### src/design/erf_pkg.sv
// constants, widths and shared types of the encoder unwrap and rate filter
`default_nettype none
package erf_pkg;

  localparam int AVERAGE_DEPTH    = 6;
  localparam int WRAP_LIMIT       = 6400;
  localparam int COUNTS_PER_TURN  = 8192;
  localparam int DEGREES_PER_TURN = 360;

  localparam int POS_W   = 13;
  localparam int TURN_W  = 16;
  localparam int RATE_W  = 14;
  localparam int CPOS_W  = 30;
  localparam int ANGLE_W = 38;

  localparam int S_TDATA_W = 16;
  localparam int M_TDATA_W = 112;

  // running sum of the rates in the window
  localparam int SUM_W     = $clog2(WRAP_LIMIT * AVERAGE_DEPTH + 1) + 1;
  localparam int SUM_ABS_W = SUM_W - 1;

  // divide by the window length as multiply by a rounded-up reciprocal
  localparam int DIV_SHIFT  = SUM_ABS_W + $clog2(AVERAGE_DEPTH);
  localparam int DIV_MULT   = ((1 << DIV_SHIFT) + AVERAGE_DEPTH - 1) / AVERAGE_DEPTH;
  localparam int DIV_MULT_W = SUM_ABS_W + 2;
  localparam int PROD_W     = SUM_ABS_W + DIV_MULT_W;

  localparam logic signed [TURN_W-1:0] TURNS_MAX = {1'b0, {(TURN_W-1){1'b1}}};
  localparam logic signed [TURN_W-1:0] TURNS_MIN = {1'b1, {(TURN_W-1){1'b0}}};

  typedef struct packed {
    logic signed [TURN_W-1:0] turns;
    logic        [POS_W-1:0]  reading;
    logic signed [RATE_W-1:0] rate;
    logic signed [SUM_W-1:0]  sum;
  } erf_stage_t;

endpackage
`default_nettype wire

### src/design/erf_rate_cell.sv
// one cell of the rate window: holds one rate and passes it on per item
`default_nettype none
module erf_rate_cell (
  input  wire logic                              clk_i,
  input  wire logic                              rst_ni,
  input  wire logic                              shift_i,
  input  wire logic signed [erf_pkg::RATE_W-1:0] rate_i,
  output logic signed [erf_pkg::RATE_W-1:0]      rate_o
);
  import erf_pkg::*;

  logic signed [RATE_W-1:0] rate_q;

  always_ff @(posedge clk_i or negedge rst_ni) begin
    if (!rst_ni) begin
      rate_q <= '0;
    end else if (shift_i) begin
      rate_q <= rate_i;
    end
  end

  assign rate_o = rate_q;

endmodule
`default_nettype wire

### src/design/erf_out_stage.sv
// output register: average, raw rate, turn count, continuous position and scaled angle
`default_nettype none
module erf_out_stage (
  input  wire logic                           clk_i,
  input  wire logic                           rst_ni,
  input  wire logic                           valid_i,
  input  wire erf_pkg::erf_stage_t            stage_i,
  input  wire logic [erf_pkg::POS_W-1:0]      angle_bias_i,
  output logic                                ready_o,
  output logic                                m_valid_o,
  input  wire logic                           m_ready_i,
  output logic [erf_pkg::M_TDATA_W-1:0]       m_data_o
);
  import erf_pkg::*;

  logic                        valid_q;
  logic [M_TDATA_W-1:0]        data_q;
  logic                        take;
  logic signed [SUM_W-1:0]     sum_neg;
  logic [SUM_ABS_W-1:0]        sum_abs;
  logic [PROD_W-1:0]           prod;
  logic [PROD_W-1:0]           quo_full;
  logic [RATE_W-1:0]           quo;
  logic signed [RATE_W-1:0]    filtered;
  logic signed [CPOS_W-1:0]    cpos;
  logic signed [CPOS_W-1:0]    rel;
  logic signed [ANGLE_W-1:0]   rel_x;
  logic signed [ANGLE_W-1:0]   angle;

  assign ready_o = !valid_q || m_ready_i;
  assign take    = valid_i && ready_o;

  // truncation toward zero: divide the magnitude, then restore the sign
  assign sum_neg  = -stage_i.sum;
  assign sum_abs  = stage_i.sum[SUM_W-1] ? sum_neg[SUM_ABS_W-1:0]
                                         : stage_i.sum[SUM_ABS_W-1:0];
  assign prod     = PROD_W'(sum_abs) * PROD_W'(DIV_MULT);
  assign quo_full = prod >> DIV_SHIFT;
  assign quo      = quo_full[RATE_W-1:0];
  assign filtered = stage_i.sum[SUM_W-1] ? -$signed(quo) : $signed(quo);

  assign cpos  = {{(CPOS_W-TURN_W-POS_W){stage_i.turns[TURN_W-1]}},
                  stage_i.turns, stage_i.reading};
  assign rel   = cpos - $signed({{(CPOS_W-POS_W){1'b0}}, angle_bias_i});
  assign rel_x = {{(ANGLE_W-CPOS_W){rel[CPOS_W-1]}}, rel};
  assign angle = rel_x * $signed(ANGLE_W'(DEGREES_PER_TURN));

  always_ff @(posedge clk_i or negedge rst_ni) begin
    if (!rst_ni) begin
      valid_q <= 1'b0;
    end else if (ready_o) begin
      valid_q <= valid_i;
    end
  end

  always_ff @(posedge clk_i) begin
    if (take) begin
      data_q <= {angle, filtered, stage_i.rate, cpos, stage_i.turns};
    end
  end

  assign m_valid_o = valid_q;
  assign m_data_o  = data_q;

endmodule
`default_nettype wire

### src/design/encoder_unwrap_rate_filter.sv
// encoder unwrap, turn counting and moving-average rate filter, top level
//
//   channel   dir  fields (low bit first)
//   s_axis    in   raw_position[12:0], zero pad to 16 bits
//   m_axis    out  turn_count, continuous_position, raw_rate, filtered_rate,
//                  angle_scaled (112 bits)
//   cfg       in   angle_bias[12:0], written when cfg_we_i is high
//
// one item per cycle unless m_axis stalls; results pass a_q, then data_q;
// the unwrap and running sum close in the accept cycle, the window of rates
// is a row of cells shifted once per item, and the divide and angle scale
// sit in the output register; reset clears turns, previous reading, sum and
// every cell at once, so items are taken from the first cycle after reset
// a stall on m_axis holds the output and backs up through s_axis_tready
`default_nettype none
module encoder_unwrap_rate_filter (
  input  wire logic                             clk_i,
  input  wire logic                             rst_ni,
  input  wire logic                             s_axis_tvalid,
  output logic                                  s_axis_tready,
  // raw_position[12:0]
  input  wire logic [erf_pkg::S_TDATA_W-1:0]    s_axis_tdata,
  output logic                                  m_axis_tvalid,
  input  wire logic                             m_axis_tready,
  // turn_count[15:0], continuous_position[45:16], raw_rate[59:46],
  // filtered_rate[73:60], angle_scaled[111:74]
  output logic [erf_pkg::M_TDATA_W-1:0]         m_axis_tdata,
  input  wire logic                             cfg_we_i,
  input  wire logic [erf_pkg::POS_W-1:0]        cfg_wdata_i
);
  import erf_pkg::*;

  localparam logic signed [RATE_W-1:0] WRAP_POS = RATE_W'(WRAP_LIMIT);
  localparam logic signed [RATE_W-1:0] TURN_CNT = RATE_W'(COUNTS_PER_TURN);

  logic [POS_W-1:0]         bias_q;
  logic [POS_W-1:0]         prev_q;
  logic signed [TURN_W-1:0] turns_q, turns_d;
  logic signed [SUM_W-1:0]  sum_q, sum_d;
  logic                     a_valid_q;
  erf_stage_t               a_q;
  logic                     out_ready;
  logic                     accept;
  logic [POS_W-1:0]         reading;
  logic signed [RATE_W-1:0] diff;
  logic signed [RATE_W-1:0] rate;
  logic                     wrap_fwd, wrap_bwd;
  logic signed [RATE_W-1:0] chain [AVERAGE_DEPTH+1];

  assign reading       = s_axis_tdata[POS_W-1:0];
  assign s_axis_tready = !a_valid_q || out_ready;
  assign accept        = s_axis_tvalid && s_axis_tready;

  assign diff     = $signed({1'b0, reading}) - $signed({1'b0, prev_q});
  assign wrap_fwd = diff < -WRAP_POS;
  assign wrap_bwd = diff > WRAP_POS;

  always_comb begin
    turns_d = turns_q;
    rate    = diff;
    if (wrap_fwd) begin
      rate = diff + TURN_CNT;
      if (turns_q != TURNS_MAX) begin
        turns_d = turns_q + $signed(TURN_W'(1));
      end
    end else if (wrap_bwd) begin
      rate = diff - TURN_CNT;
      if (turns_q != TURNS_MIN) begin
        turns_d = turns_q - $signed(TURN_W'(1));
      end
    end
  end

  // window of rates: newest enters cell 0, oldest leaves the last cell
  assign chain[0] = rate;
  for (genvar k = 0; k < AVERAGE_DEPTH; k++) begin : g_cell
    erf_rate_cell u_cell (
      .clk_i   (clk_i),
      .rst_ni  (rst_ni),
      .shift_i (accept),
      .rate_i  (chain[k]),
      .rate_o  (chain[k+1])
    );
  end

  assign sum_d = sum_q + SUM_W'(rate) - SUM_W'(chain[AVERAGE_DEPTH]);

  always_ff @(posedge clk_i or negedge rst_ni) begin
    if (!rst_ni) begin
      bias_q    <= '0;
      prev_q    <= '0;
      turns_q   <= '0;
      sum_q     <= '0;
      a_valid_q <= 1'b0;
    end else begin
      if (cfg_we_i) begin
        bias_q <= cfg_wdata_i;
      end
      if (accept) begin
        prev_q    <= reading;
        turns_q   <= turns_d;
        sum_q     <= sum_d;
        a_valid_q <= 1'b1;
      end else if (out_ready) begin
        a_valid_q <= 1'b0;
      end
    end
  end

  always_ff @(posedge clk_i) begin
    if (accept) begin
      a_q.turns   <= turns_d;
      a_q.reading <= reading;
      a_q.rate    <= rate;
      a_q.sum     <= sum_d;
    end
  end

  erf_out_stage u_out (
    .clk_i        (clk_i),
    .rst_ni       (rst_ni),
    .valid_i      (a_valid_q),
    .stage_i      (a_q),
    .angle_bias_i (bias_q),
    .ready_o      (out_ready),
    .m_valid_o    (m_axis_tvalid),
    .m_ready_i    (m_axis_tready),
    .m_data_o     (m_axis_tdata)
  );

endmodule
`default_nettype wire

### config.mk
export PLATFORM = sky130hd
export DESIGN_NAME = encoder_unwrap_rate_filter
export DESIGN_NICKNAME = d
export VERILOG_FILES = /design/src/design/erf_pkg.sv /design/src/design/erf_rate_cell.sv /design/src/design/erf_out_stage.sv /design/src/design/encoder_unwrap_rate_filter.sv
export SDC_FILE = /design/constraint.sdc
export NUM_CORES = 1
export LEC_CHECK = 0
export BUFFER_PORTS_ARGS = -buffer_cell sky130_fd_sc_hd__buf_2
export CAP_MARGIN = 20
export CORE_AREA = 2 2 228 230
export CTS_CLUSTER_SIZE = 10
export DETAILED_ROUTE_END_ITERATION = 16
export DIE_AREA = 0 0 230 232
export PLACE_DENSITY = 0.65
export SYNTH_ARGS = -nofsm -noshare
export SYNTH_HDL_FRONTEND = slang
export SYNTH_SLANG_ARGS = --single-unit
export TNS_END_PERCENT = 1
### constraint.sdc
create_clock -name clk_i -period 9.9 [get_ports clk_i]
set_input_delay 0.495 -clock clk_i [delete_from_list [all_inputs] [get_ports clk_i]]
set_output_delay 0.495 -clock clk_i [all_outputs]
set_load 0.1 [all_outputs]
Word level (Yosys, flattened, before mapping)
Cells that the tools add are included.
{"block": "word_totals", "ff_bits": 314, "latchBits": 0, "mem_bits_rw": 0, "rom_bits": 0, "in_bits": 34, "output_inout_bits": 114, "n_memories": 0}
{"block": "op_classes", "addsub": 10, "multipliers": 2, "div_mod_pow": 0, "magnitude_cmp": 2, "n_eq_ne": 2, "shift": 0, "muxes": 10, "n_bitwise": 0, "n_reduce_logical": 7}
{"op": "16-bit 2-to-1 mux", "n": 5}
{"op": "14-bit 2-to-1 mux", "n": 3}
{"op": "30-bit by 7-bit multiplier with 35-bit output (second input constant)", "n": 1}
{"op": "16-bit by 16-bit multiplier with 32-bit output (second input constant)", "n": 1}
{"op": "16-bit inequality test (second input constant)", "n": 2}
{"op": "29-bit by 14-bit subtractor with 30-bit output", "n": 1}
{"op": "17-bit by 14-bit adder with 17-bit output", "n": 1}
{"op": "17-bit by 14-bit subtractor with 17-bit output", "n": 1}
{"op": "16-bit by 2-bit adder with 16-bit output (second input constant)", "n": 1}
{"op": "16-bit negator", "n": 1}
{"op": "16-bit by 2-bit subtractor with 16-bit output (second input constant)", "n": 1}
{"op": "14-bit adder (second input constant)", "n": 1}
{"op": "14-bit > comparator (second input constant)", "n": 1}
{"op": "14-bit < comparator (second input constant)", "n": 1}
{"op": "14-bit negator", "n": 1}
{"op": "13-bit by 13-bit subtractor with 14-bit output", "n": 1}
{"op": "14-bit subtractor (second input constant)", "n": 1}
{"op": "1-bit logical AND", "n": 2}
{"op": "1-bit logical NOT", "n": 2}
{"op": "1-bit logical OR", "n": 2}
{"op": "1-bit 2-to-1 mux", "n": 2}
{"op": "2-bit nonzero test", "n": 1}

Logic depth before layout (Yosys ltp)
Gate-level depths: netlist (run 1).
{"block": "logic_depth", "ltp_word": 6, "ltp_mapped": 32, "depth_no_buf": 32}

Hierarchy
A second synthesis (run 1) with hierarchy kept.
{"block": "unflattened", "hier_cells": 2090, "hier_area_um2": 22838.2}
{"module": "erf_out_stage", "instances": 1, "cells_per_inst": 1288, "area_per_inst_um2": 12889.9}
{"module": "encoder_unwrap_rate_filter", "instances": 1, "cells_per_inst": 628, "area_per_inst_um2": 6832.8}
{"module": "erf_rate_cell", "instances": 6, "cells_per_inst": 29, "area_per_inst_um2": 519.2}

Worst setup path after synthesis (run 1)
Ideal clock, no wire load.
{"block": "synth_path", "path_kind": "register to register", "from": "register a_q[3] (netlist name)", "to": "register u_out.data_q[72], in the netlist u_out.m_data_o[72], data pin", "arrival_time_ns": 7.926, "required_ns": 9.641, "path_slack_ns": 1.715, "stages_incl_launch_ff": 29, "path_buffers": 0, "cell_sequence": "edfxtp_1 or4_1 o41a_1 o31ai_1 xnor2_1 ha_1 ha_1 fa_1 inv_1 fa_1 inv_1 fa_1 inv_1 fa_1 inv_1 ha_1 a21o_1 a21o_1 a21oi_1 o21ai_0 a31oi_1 xor2_1 ha_1 inv_1 or3_4 or4b_4 or4_1 nand4_1 xnor2_1"}
{"block": "synth_between", "elab_chain_len": 5}
{"item": "start, declared", "line_no": "encoder_unwrap_rate_filter.sv:41", "rtl": "erf_stage_t a_q;"}
{"item": "16-bit negator", "line_no": "erf_out_stage.sv:34", "rtl": "assign sum_neg = -stage_i.sum;"}
{"item": "16-bit 2-to-1 mux (*)", "line_no": "erf_out_stage.sv:35", "rtl": "assign sum_abs = stage_i.sum[SUM_W-1] ? sum_neg[SUM_ABS_W-1:0]"}
{"item": "16-bit by 16-bit multiplier with 32-bit output (*)", "line_no": "erf_out_stage.sv:37", "rtl": "assign prod = PROD_W'(sum_abs) * PROD_W'(DIV_MULT);"}
{"item": "14-bit negator", "line_no": "erf_out_stage.sv:40", "rtl": "assign filtered = stage_i.sum[SUM_W-1] ? -$signed(quo) : $signed(quo);"}
{"item": "14-bit 2-to-1 mux (*)", "line_no": "erf_out_stage.sv:40"}
{"item": "named net u_out.filtered[12]", "line_no": "erf_out_stage.sv:24", "rtl": "logic signed [RATE_W-1:0] filtered;"}
{"item": "end signal, assigned", "line_no": "erf_out_stage.sv:58", "rtl": "data_q <= {angle, filtered, stage_i.rate, cpos, stage_i.turns};"}
{"item": "end, declared", "line_no": "erf_out_stage.sv:17", "rtl": "logic [M_TDATA_W-1:0] data_q;"}
Mark *: on every way through the listed nets, which the timed path passes. The rest lies on a longest branch.
A chain may end at the register's enable or synchronous reset.

Worst setup path after layout (run 1)
Same ends and word-level chain as after synthesis.

==> results.cfg, run 1 <==
[placed_design]
gp_congestion = 0.915
placed_cells = 3058
io_buffers = 141
hpwl_microns = 37600

[sta]
worst-slew-pin-transition_ns = 1.03
finalSetupTns_ns = 0
rsz0062_at_grt = false
setup_viol = 0
hold_violations = 0
finClkSkew_ns = 0.0353
slew_violations = 0
min_period_ns = 8.99
fin_hold_ws_ns = 0.0193
slew-limit-headroom_pct = 31.1
period_share_pct = 90.8
timing.fmax_mhz = 111

[logic_synthesis]
synth.distinct_cells = 79
synth_ff_type = edfxtp_1
yosysWarnings = 0
ys_top_cells_by_area = edfxtp_1 (20%), dfrtp_1 (16%), ha_1 (15%)
synth_most_common_cell = inv_1
avgSynthCellArea_sq_um = 9.94
synth-async-reset-ratio_pct = 48.8
ys_seq_elements = 297
yosysTopAreaCellShare_pct = 20.1
synthCells = 2289
synthTopCellsByCount = inv_1 (409), nand2_1 (345), ha_1 (266)
synth_top_area_cell = edfxtp_1
yosysSeqAreaShare_pct = 36.0
synth-edff-count = 152
synthesis.area_sq_mm = 0.0227

[cts]
htreeDepth = 2
cts_buffers = 37
hold_buffers = 0
clock-root-buffer = clkbuf_16
clock_latency_ns = 0.56
cts.repair.resized = 0
cts_setup_buffers = 0
path_clk_slew_ns = 0.06
clock_sinks = 297
cts_buffer_depth = 3
cts_tree = built

[global_route]
antenna_found_initial = 2
grt_max_degree = 123
grt_pass1_vias = 15900
grt_overflow = 0
grt_usage_pct = 18.6
grt_pass1_wl_microns = 80300

[final_layout]
layout.nets = 2867
syn_to_final_growth_pct = 10.6
fin_cells = 3125
n_fill_cell = 4658
drive_above_1_share_pct = 9.33

[setup_path]
cp-end-kind = flop
critPathMostFrequentCell = inv_1
slowest_stage = or4_1
crit_required_ns = 10.21
setup.worst_path.class = reg -> reg
crit_path_max_fanout = 6
regToRegEndpoint = u_out.m_data_o[72]$_DFFE_PP_
crit_path_max_incr_delay_ns = 0.59
cp.arrival_ns = 9.29
r2r_slack_ns = 0.91
r2r_start = a_q[3]$_DFFE_PP_
cp-start-kind = flop
rr_worst_depth = 30

[routing]
drt_iter0_drc = 1044
drcViolationCount = 0
vias_per_cell = 5.08
ant_nets = 0
m1WireLength_microns = 22900
drt_wl_total_microns = 48400
routedWlPerCell_microns = 15.5
dr_wl_met3_microns = 1890
met2_length_microns = 22600
vias = 15900
routed.top_layer = met4
drtPass1Iterations = 5

[flow_run]
drv_cap = 0

[floorplan]
die_h_microns = 232
die_area_sq_mm = 0.0534
die_w_microns = 230
num_rows = 83
core-area_sq_mm = 0.0509
top_level_ports = 148
initial_core_util_pct = 44.7

[hold_path]
hp-class = in -> async

[status]
status = completed
-- cell families (layout without fill, tap and decap cells) --
group	after synthesis	after routing	share of synthesized area [%]
AOI/OAI and AO/OA	346	346	9.76
xor gates and xnor gates	156	156	6.01
adders and majority gates	416	416	27.8
buffers and inverters	478	630	8.22
DFF	297	297	36.0
muxes	10	10	0.489
other	1	5	0.0165
and+or+nand+nor	585	585	11.7
-- worst max-delay path by stage --
| stage | from | end | slack, ns | depth (start not counted) |
|---|---|---|---|---|
| floorplan | a_q[3]$_DFFE_PP_ | u_out.m_data_o[72]$_DFFE_PP_ | 1.72 | 28 |
| global placement | a_q[3]$_DFFE_PP_ | u_out.m_data_o[72]$_DFFE_PP_ | 1.04 | 29 |
| detailed placement | a_q[3]$_DFFE_PP_ | u_out.m_data_o[72]$_DFFE_PP_ | 0.93 | 30 |
| CTS | a_q[3]$_DFFE_PP_ | u_out.m_data_o[72]$_DFFE_PP_ | 0.90 | 30 |
| global route | a_q[3]$_DFFE_PP_ | u_out.m_data_o[72]$_DFFE_PP_ | 0.46 | 30 |
| finish | a_q[3]$_DFFE_PP_ | u_out.m_data_o[72]$_DFFE_PP_ | 0.91 | 30 |
-- worst max-delay path: cells and delay by family, from the launching register on --
family                     cells  cell delay [ns]
adders and majority gates      7             2.95
buffers and inverters          7             0.66
and+or+nand+nor                7             2.63
xor gates and xnor gates       3             0.86
AOI/OAI and AO/OA              6             1.16
DFF                            1             0.47
-- cell type report --
type | instances | area (sq um) | share of cell area, %
repair buffers | 155 | 817 | 3.25
inverters | 410 | 1540 | 6.14
well taps | 680 | 851 | 3.38
clock inverters | 7 | 43.8 | 0.174
flip-flops and latches | 297 | 8190 | 32.6
clock buffers | 58 | 1000 | 3.99
diodes | 2 | 5.00 | 0.0199
multi-input cells | 1516 | 12700 | 50.5
-- cell usage in the layout (no fill, tap or decap), types with 7 or more instances in the layout --
master	instances
xor2_1	61
a21o_1	40
nand4_1	8
o21a_1	8
nand3_1	21
fa_1	150
ha_1	266
nor2_1	69
and3_1	22
a31oi_1	12
buf_2	140
xnor2_1	95
nor3_1	27
nand2b_1	18
nand2_1	344
inv_1	409
and2_1	13
edfxtp_1	152
dfrtp_1	145
clkbuf_16	37
o21bai_1	12
clkbuf_1	21
nor2b_1	10
buf_4	14
o2111ai_1	7
or3_1	14
o22ai_1	12
o31ai_1	8
a21oi_1	82
o21ai_0	99
-- metal layers --
| layer | track usage, % | vias to the layer above |
|---|---|---|
| li1 | - | 7786 |
| met1 | 25.9 | 7750 |
| met2 | 30.5 | 286 |
| met3 | 2.55 | 48 |
| met4 | 4.96 | 0 |
| met5 | 0 | - |
-- per-stage QoR --
step | setup WS, ns | util (%) | area, sq um
finish | 0.914 | 49.4 | 25200
CTS | 0.904 | 49.4 | 25200
global route | 0.459 | 49.4 | 25200
detailed placement | 0.927 | 47.4 | 24100
floorplan | 1.72 | - | 22800
global placement | 1.04 | 47.4 | 24100
-- registers in the layout (all words and copies together) (netlist names) --
name and flops:
bias_q 13, prev_q 13, turns_q 16, sum_q 17, u_out.m_data_o 92, u_out.m_valid_o 1, a_q 60, g_cell.u_cell.rate_o 84
a_valid_q 1
Power of run 1 is not shown: default switching activity piles up to over one toggle a cycle in this logic, so the estimate is an artifact.
==> run 2: changes to the inputs <==
clock period = 10.2 ns   (was 9.9 ns; I/O delays follow)
==> results.cfg, run 2 (synthesis gave the netlist of run 1 again) <==
[floorplan]
initial_core_util_pct = 44.7
die_w_microns = 230
die_area_sq_mm = 0.0534
die_h_microns = 232
core-area_sq_mm = 0.0509
num_rows = 83
top_level_ports = 148

[cts]
cts_setup_buffers = 0
path_clk_slew_ns = 0.06
clock-root-buffer = clkbuf_16
cts_buffer_depth = 3
hold_buffers = 0
clock_sinks = 297
cts_buffers = 37
htreeDepth = 2
cts.repair.resized = 0
cts_tree = built
clock_latency_ns = 0.54

[routing]
vias = 15900
drt_wl_total_microns = 48300
ant_nets = 0
drt_iter0_drc = 994
vias_per_cell = 5.08
drcViolationCount = 0
drtPass1Iterations = 7
routedWlPerCell_microns = 15.4

[sta]
hold_violations = 0
finalSetupTns_ns = 0
slew_violations = 0
min_period_ns = 8.99
setup_viol = 0
rsz0062_at_grt = false
period_share_pct = 88.1
timing.fmax_mhz = 111
finClkSkew_ns = 0.0152
slew-limit-headroom_pct = 29.0
worst-slew-pin-transition_ns = 1.07
postLayoutSetupSlackWorst_ns = 1.21

[global_route]
grt_overflow = 0
grt_max_degree = 118
grt_usage_pct = 18.5
grt_pass1_wl_microns = 79700
antenna_found_initial = 3
grt_pass1_vias = 15800

[final_layout]
design_area_sq_mm = 0.0252
n_fill_cell = 4687
multi_input_area_sq_mm = 0.0127
largest_reg_flops = 92
seq_area_sq_mm = 0.00819
layout.nets = 2866
final_cell_mix = inv_1 (409), nand2_1 (344), ha_1 (266)
layout_commonest_cell = inv_1
syn_to_final_growth_pct = 11.0
drive_above_1_share_pct = 9.34

[setup_path]
crit_required_ns = 10.49
rr_worst_depth = 29
cp-start-kind = flop
critPathMostFrequentCell = inv_1
crit_path_max_incr_delay_ns = 0.59
r2r_start = a_q[3]$_DFFE_PP_
crit_path_max_fanout = 6
r2r_slack_ns = 1.21
cp.arrival_ns = 9.28
regToRegEndpoint = u_out.m_data_o[72]$_DFFE_PP_
critPathTopFamily = adder cells
slowest_stage = or4_1
cp-end-kind = flop
critPathBufInv = 6
setup.worst_path.class = reg -> reg

[placed_design]
hpwl_microns = 37500
dpl_worst_slack_ns = 1.15
placed_cell_area_sq_mm = 0.0241
io_buffers = 141
gp_congestion = 0.892

[status]
status = completed

[flow_run]
drv_cap = 0

[hold_path]
hp-class = in -> async
run 2: cell count changes in the layout (fill, tap and decap cells not counted), sizes merged:
cell	before	now
bufinv	0	1
clkbuf	58	61
clkinv	4	1
inv	413	412
diode	2	3
buf	155	154
run 2: final cells by class:
cell class | count | share of cell area (%)
multi-input cells | 1516 | 50.3
diodes | 3 | 0.0297
inverters | 410 | 6.12
repair buffers | 154 | 3.21
well taps | 680 | 3.37
clock inverters | 4 | 0.203
clock buffers | 61 | 4.31
flip-flops and latches | 297 | 32.4
run 2: per-stage QoR:
stage	utilization, %	hold WS (ns)	instances
floorplan	-	0.214	2291
global placement	47.4	0.403	3057
detailed placement	47.4	0.405	3057
CTS	49.6	0.0537	3122
global route	49.6	0.0914	3125
finish	49.6	0.0381	3125
run 2: worst max path at each step:
stage | slack [ns] | depth (start not counted) | start | to
5_1_grt | 0.69 | 29 | a_q[3]$_DFFE_PP_ | u_out.m_data_o[72]$_DFFE_PP_
3_3_place_gp | 1.25 | 29 | a_q[3]$_DFFE_PP_ | u_out.m_data_o[72]$_DFFE_PP_
4_1_cts | 1.14 | 29 | a_q[3]$_DFFE_PP_ | u_out.m_data_o[72]$_DFFE_PP_
2_1_floorplan | 2.02 | 28 | a_q[3]$_DFFE_PP_ | u_out.m_data_o[72]$_DFFE_PP_
3_5_place_dp | 1.15 | 29 | a_q[3]$_DFFE_PP_ | u_out.m_data_o[72]$_DFFE_PP_
6_report | 1.21 | 29 | a_q[3]$_DFFE_PP_ | u_out.m_data_o[72]$_DFFE_PP_
run 2: worst reg2reg max path: cells and delay by family (launching register included):
kind / cells / cell delay (ns)
flip-flops: 1 / 0.48
buffers and inverters: 6 / 0.47
AND/OR/NAND/NOR: 7 / 2.67
AO/OA/AOI/OAI: 5 / 0.97
adder cells (fa/ha/maj): 8 / 3.32
XOR/XNOR: 3 / 0.84
run 2: routing by layer:
metal	part of all wire [%]	global-route usage [%]	wire length, microns
met1	48	25.9	23100
met3	3.7	2.43	1790
met2	46	30.0	22300
met5	0	0	0
met4	2.2	5.50	1070
Power of run 2 is left out for the same reason.
==> run 3: changes to the inputs <==
PLACE_DENSITY = 0.63   (was 0.65)
TNS_END_PERCENT = default   (was 1)
==> results.cfg, run 3 (synthesis gave the netlist of run 1 again) <==
[status]
status = completed

[routing]
routed.top_layer = met4
vias_per_cell = 5.05
ant_nets = 0
vias = 15800
m1WireLength_microns = 23400
dr_wl_met3_microns = 1660
met2_length_microns = 22600
routedWlPerCell_microns = 15.6
drtPass1Iterations = 5
drcViolationCount = 0
drt_wl_total_microns = 48800
drt_iter0_drc = 926

[final_layout]
largest_reg_flops = 92
multi_input_area_sq_mm = 0.0127
seq_area_sq_mm = 0.00819
n_fill_cell = 4682
final_cell_mix = inv_1 (409), nand2_1 (344), ha_1 (266)
drive_above_1_share_pct = 9.48
syn_to_final_growth_pct = 11.1
layout.nets = 2867
layout_commonest_cell = inv_1

[cts]
cts_tree = built
cts_buffer_depth = 3
cts.repair.resized = 0
hold_buffers = 0
cts_buffers = 38
htreeDepth = 2
clock_sinks = 297
path_clk_slew_ns = 0.05
clock-root-buffer = clkbuf_16
clock_latency_ns = 0.55
cts_setup_buffers = 0

[sta]
finalSetupTns_ns = 0
setup_viol = 0
slew-limit-headroom_pct = 35.6
period_share_pct = 88.3
min_period_ns = 9.01
worst-slew-pin-transition_ns = 0.967
hold_violations = 0
timing.fmax_mhz = 111
rsz0062_at_grt = false
slew_violations = 0
finClkSkew_ns = 0.0188

[global_route]
grt_max_degree = 113
grt_overflow = 0
grt_pass1_vias = 15900
grt_usage_pct = 18.8
antenna_found_initial = 2
grt_pass1_wl_microns = 81000

[floorplan]
core-area_sq_mm = 0.0509
die_area_sq_mm = 0.0534
top_level_ports = 148
num_rows = 83
die_h_microns = 232
initial_core_util_pct = 44.7
die_w_microns = 230

[placed_design]
gp_congestion = 0.883
hpwl_microns = 38400
io_buffers = 141

[setup_path]
r2r_start = a_q[3]$_DFFE_PP_
setup.worst_path.class = reg -> reg
slowest_stage = or4_1
critPathBufInv = 6
cp.arrival_ns = 9.30
regToRegEndpoint = u_out.m_data_o[72]$_DFFE_PP_
timing.critical_path.to = u_out.m_data_o[72]$_DFFE_PP_
cp-end-kind = flop
crit_path_max_fanout = 6
path_depth = 29
critPathMostFrequentCell = inv_1
rr_worst_depth = 29
crit_path_max_incr_delay_ns = 0.60
cp-start-kind = flop
critPathTopFamily = adder cells
cp-startpoint = a_q[3]$_DFFE_PP_
r2r_slack_ns = 1.19
crit_required_ns = 10.49

[flow_run]
drv_cap = 0

[hold_path]
hp-class = in -> async
-- run 3: worst min-delay path by stage --
stage,from,endpoint,cells past startpoint
after global routing,rst_ni,g_cell[3].u_cell.rate_o[13]$_DFFE_PN0P_,1
after global placement,a_q[19]$_DFFE_PP_,u_out.m_data_o[48]$_DFFE_PP_,0
after CTS,rst_ni,g_cell[1].u_cell.rate_o[13]$_DFFE_PN0P_,1
final,rst_ni,g_cell[1].u_cell.rate_o[13]$_DFFE_PN0P_,1
after detailed placement,a_q[22]$_DFFE_PP_,u_out.m_data_o[51]$_DFFE_PP_,0
after floorplan,rst_ni,a_valid_q$_DFFE_PN0P_,0
-- run 3: area by class of cell --
class	count	share of cell area, %
antenna	2	0.0198
clock buffer	63	4.50
clock inverter	6	0.129
inverter	410	6.11
multi-input combinational	1516	50.3
sequential	297	32.4
tap	680	3.37
timing repair buffer	154	3.20
-- run 3: metal layers --
metal  track usage (%)  vias to the layer above
met5                 0                        -
met4              5.50                        0
met3              2.41                       67
met2              30.7                      250
met1              26.1                     7686
li1                  -                     7806
-- run 3: through the flow --
stage | cell area [sq um] | std cells | utilization (%) | hold slack, ns | setup slack [ns]
finish | 25300 | 3128 | 49.7 | 0.0256 | 1.19
global route | 25300 | 3127 | 49.7 | 0.0980 | 0.739
CTS | 25300 | 3126 | 49.7 | 0.0658 | 1.17
detailed placement | 24100 | 3057 | 47.4 | 0.406 | 1.22
global placement | 24100 | 3057 | 47.4 | 0.404 | 1.28
floorplan | 22800 | 2291 | - | 0.214 | 2.02
-- run 3: worst register-to-register path: cells and delay by family (launching register included) --
family,cells,cell delay (ns)
AOI/OAI and AO/OA,5,0.92
adders and majority gates,8,3.32
buffers and inverters,6,0.48
xor gates and xnor gates,3,0.90
and+or+nand+nor,7,2.66
DFF,1,0.48
Power of run 3 is left out for the same reason.
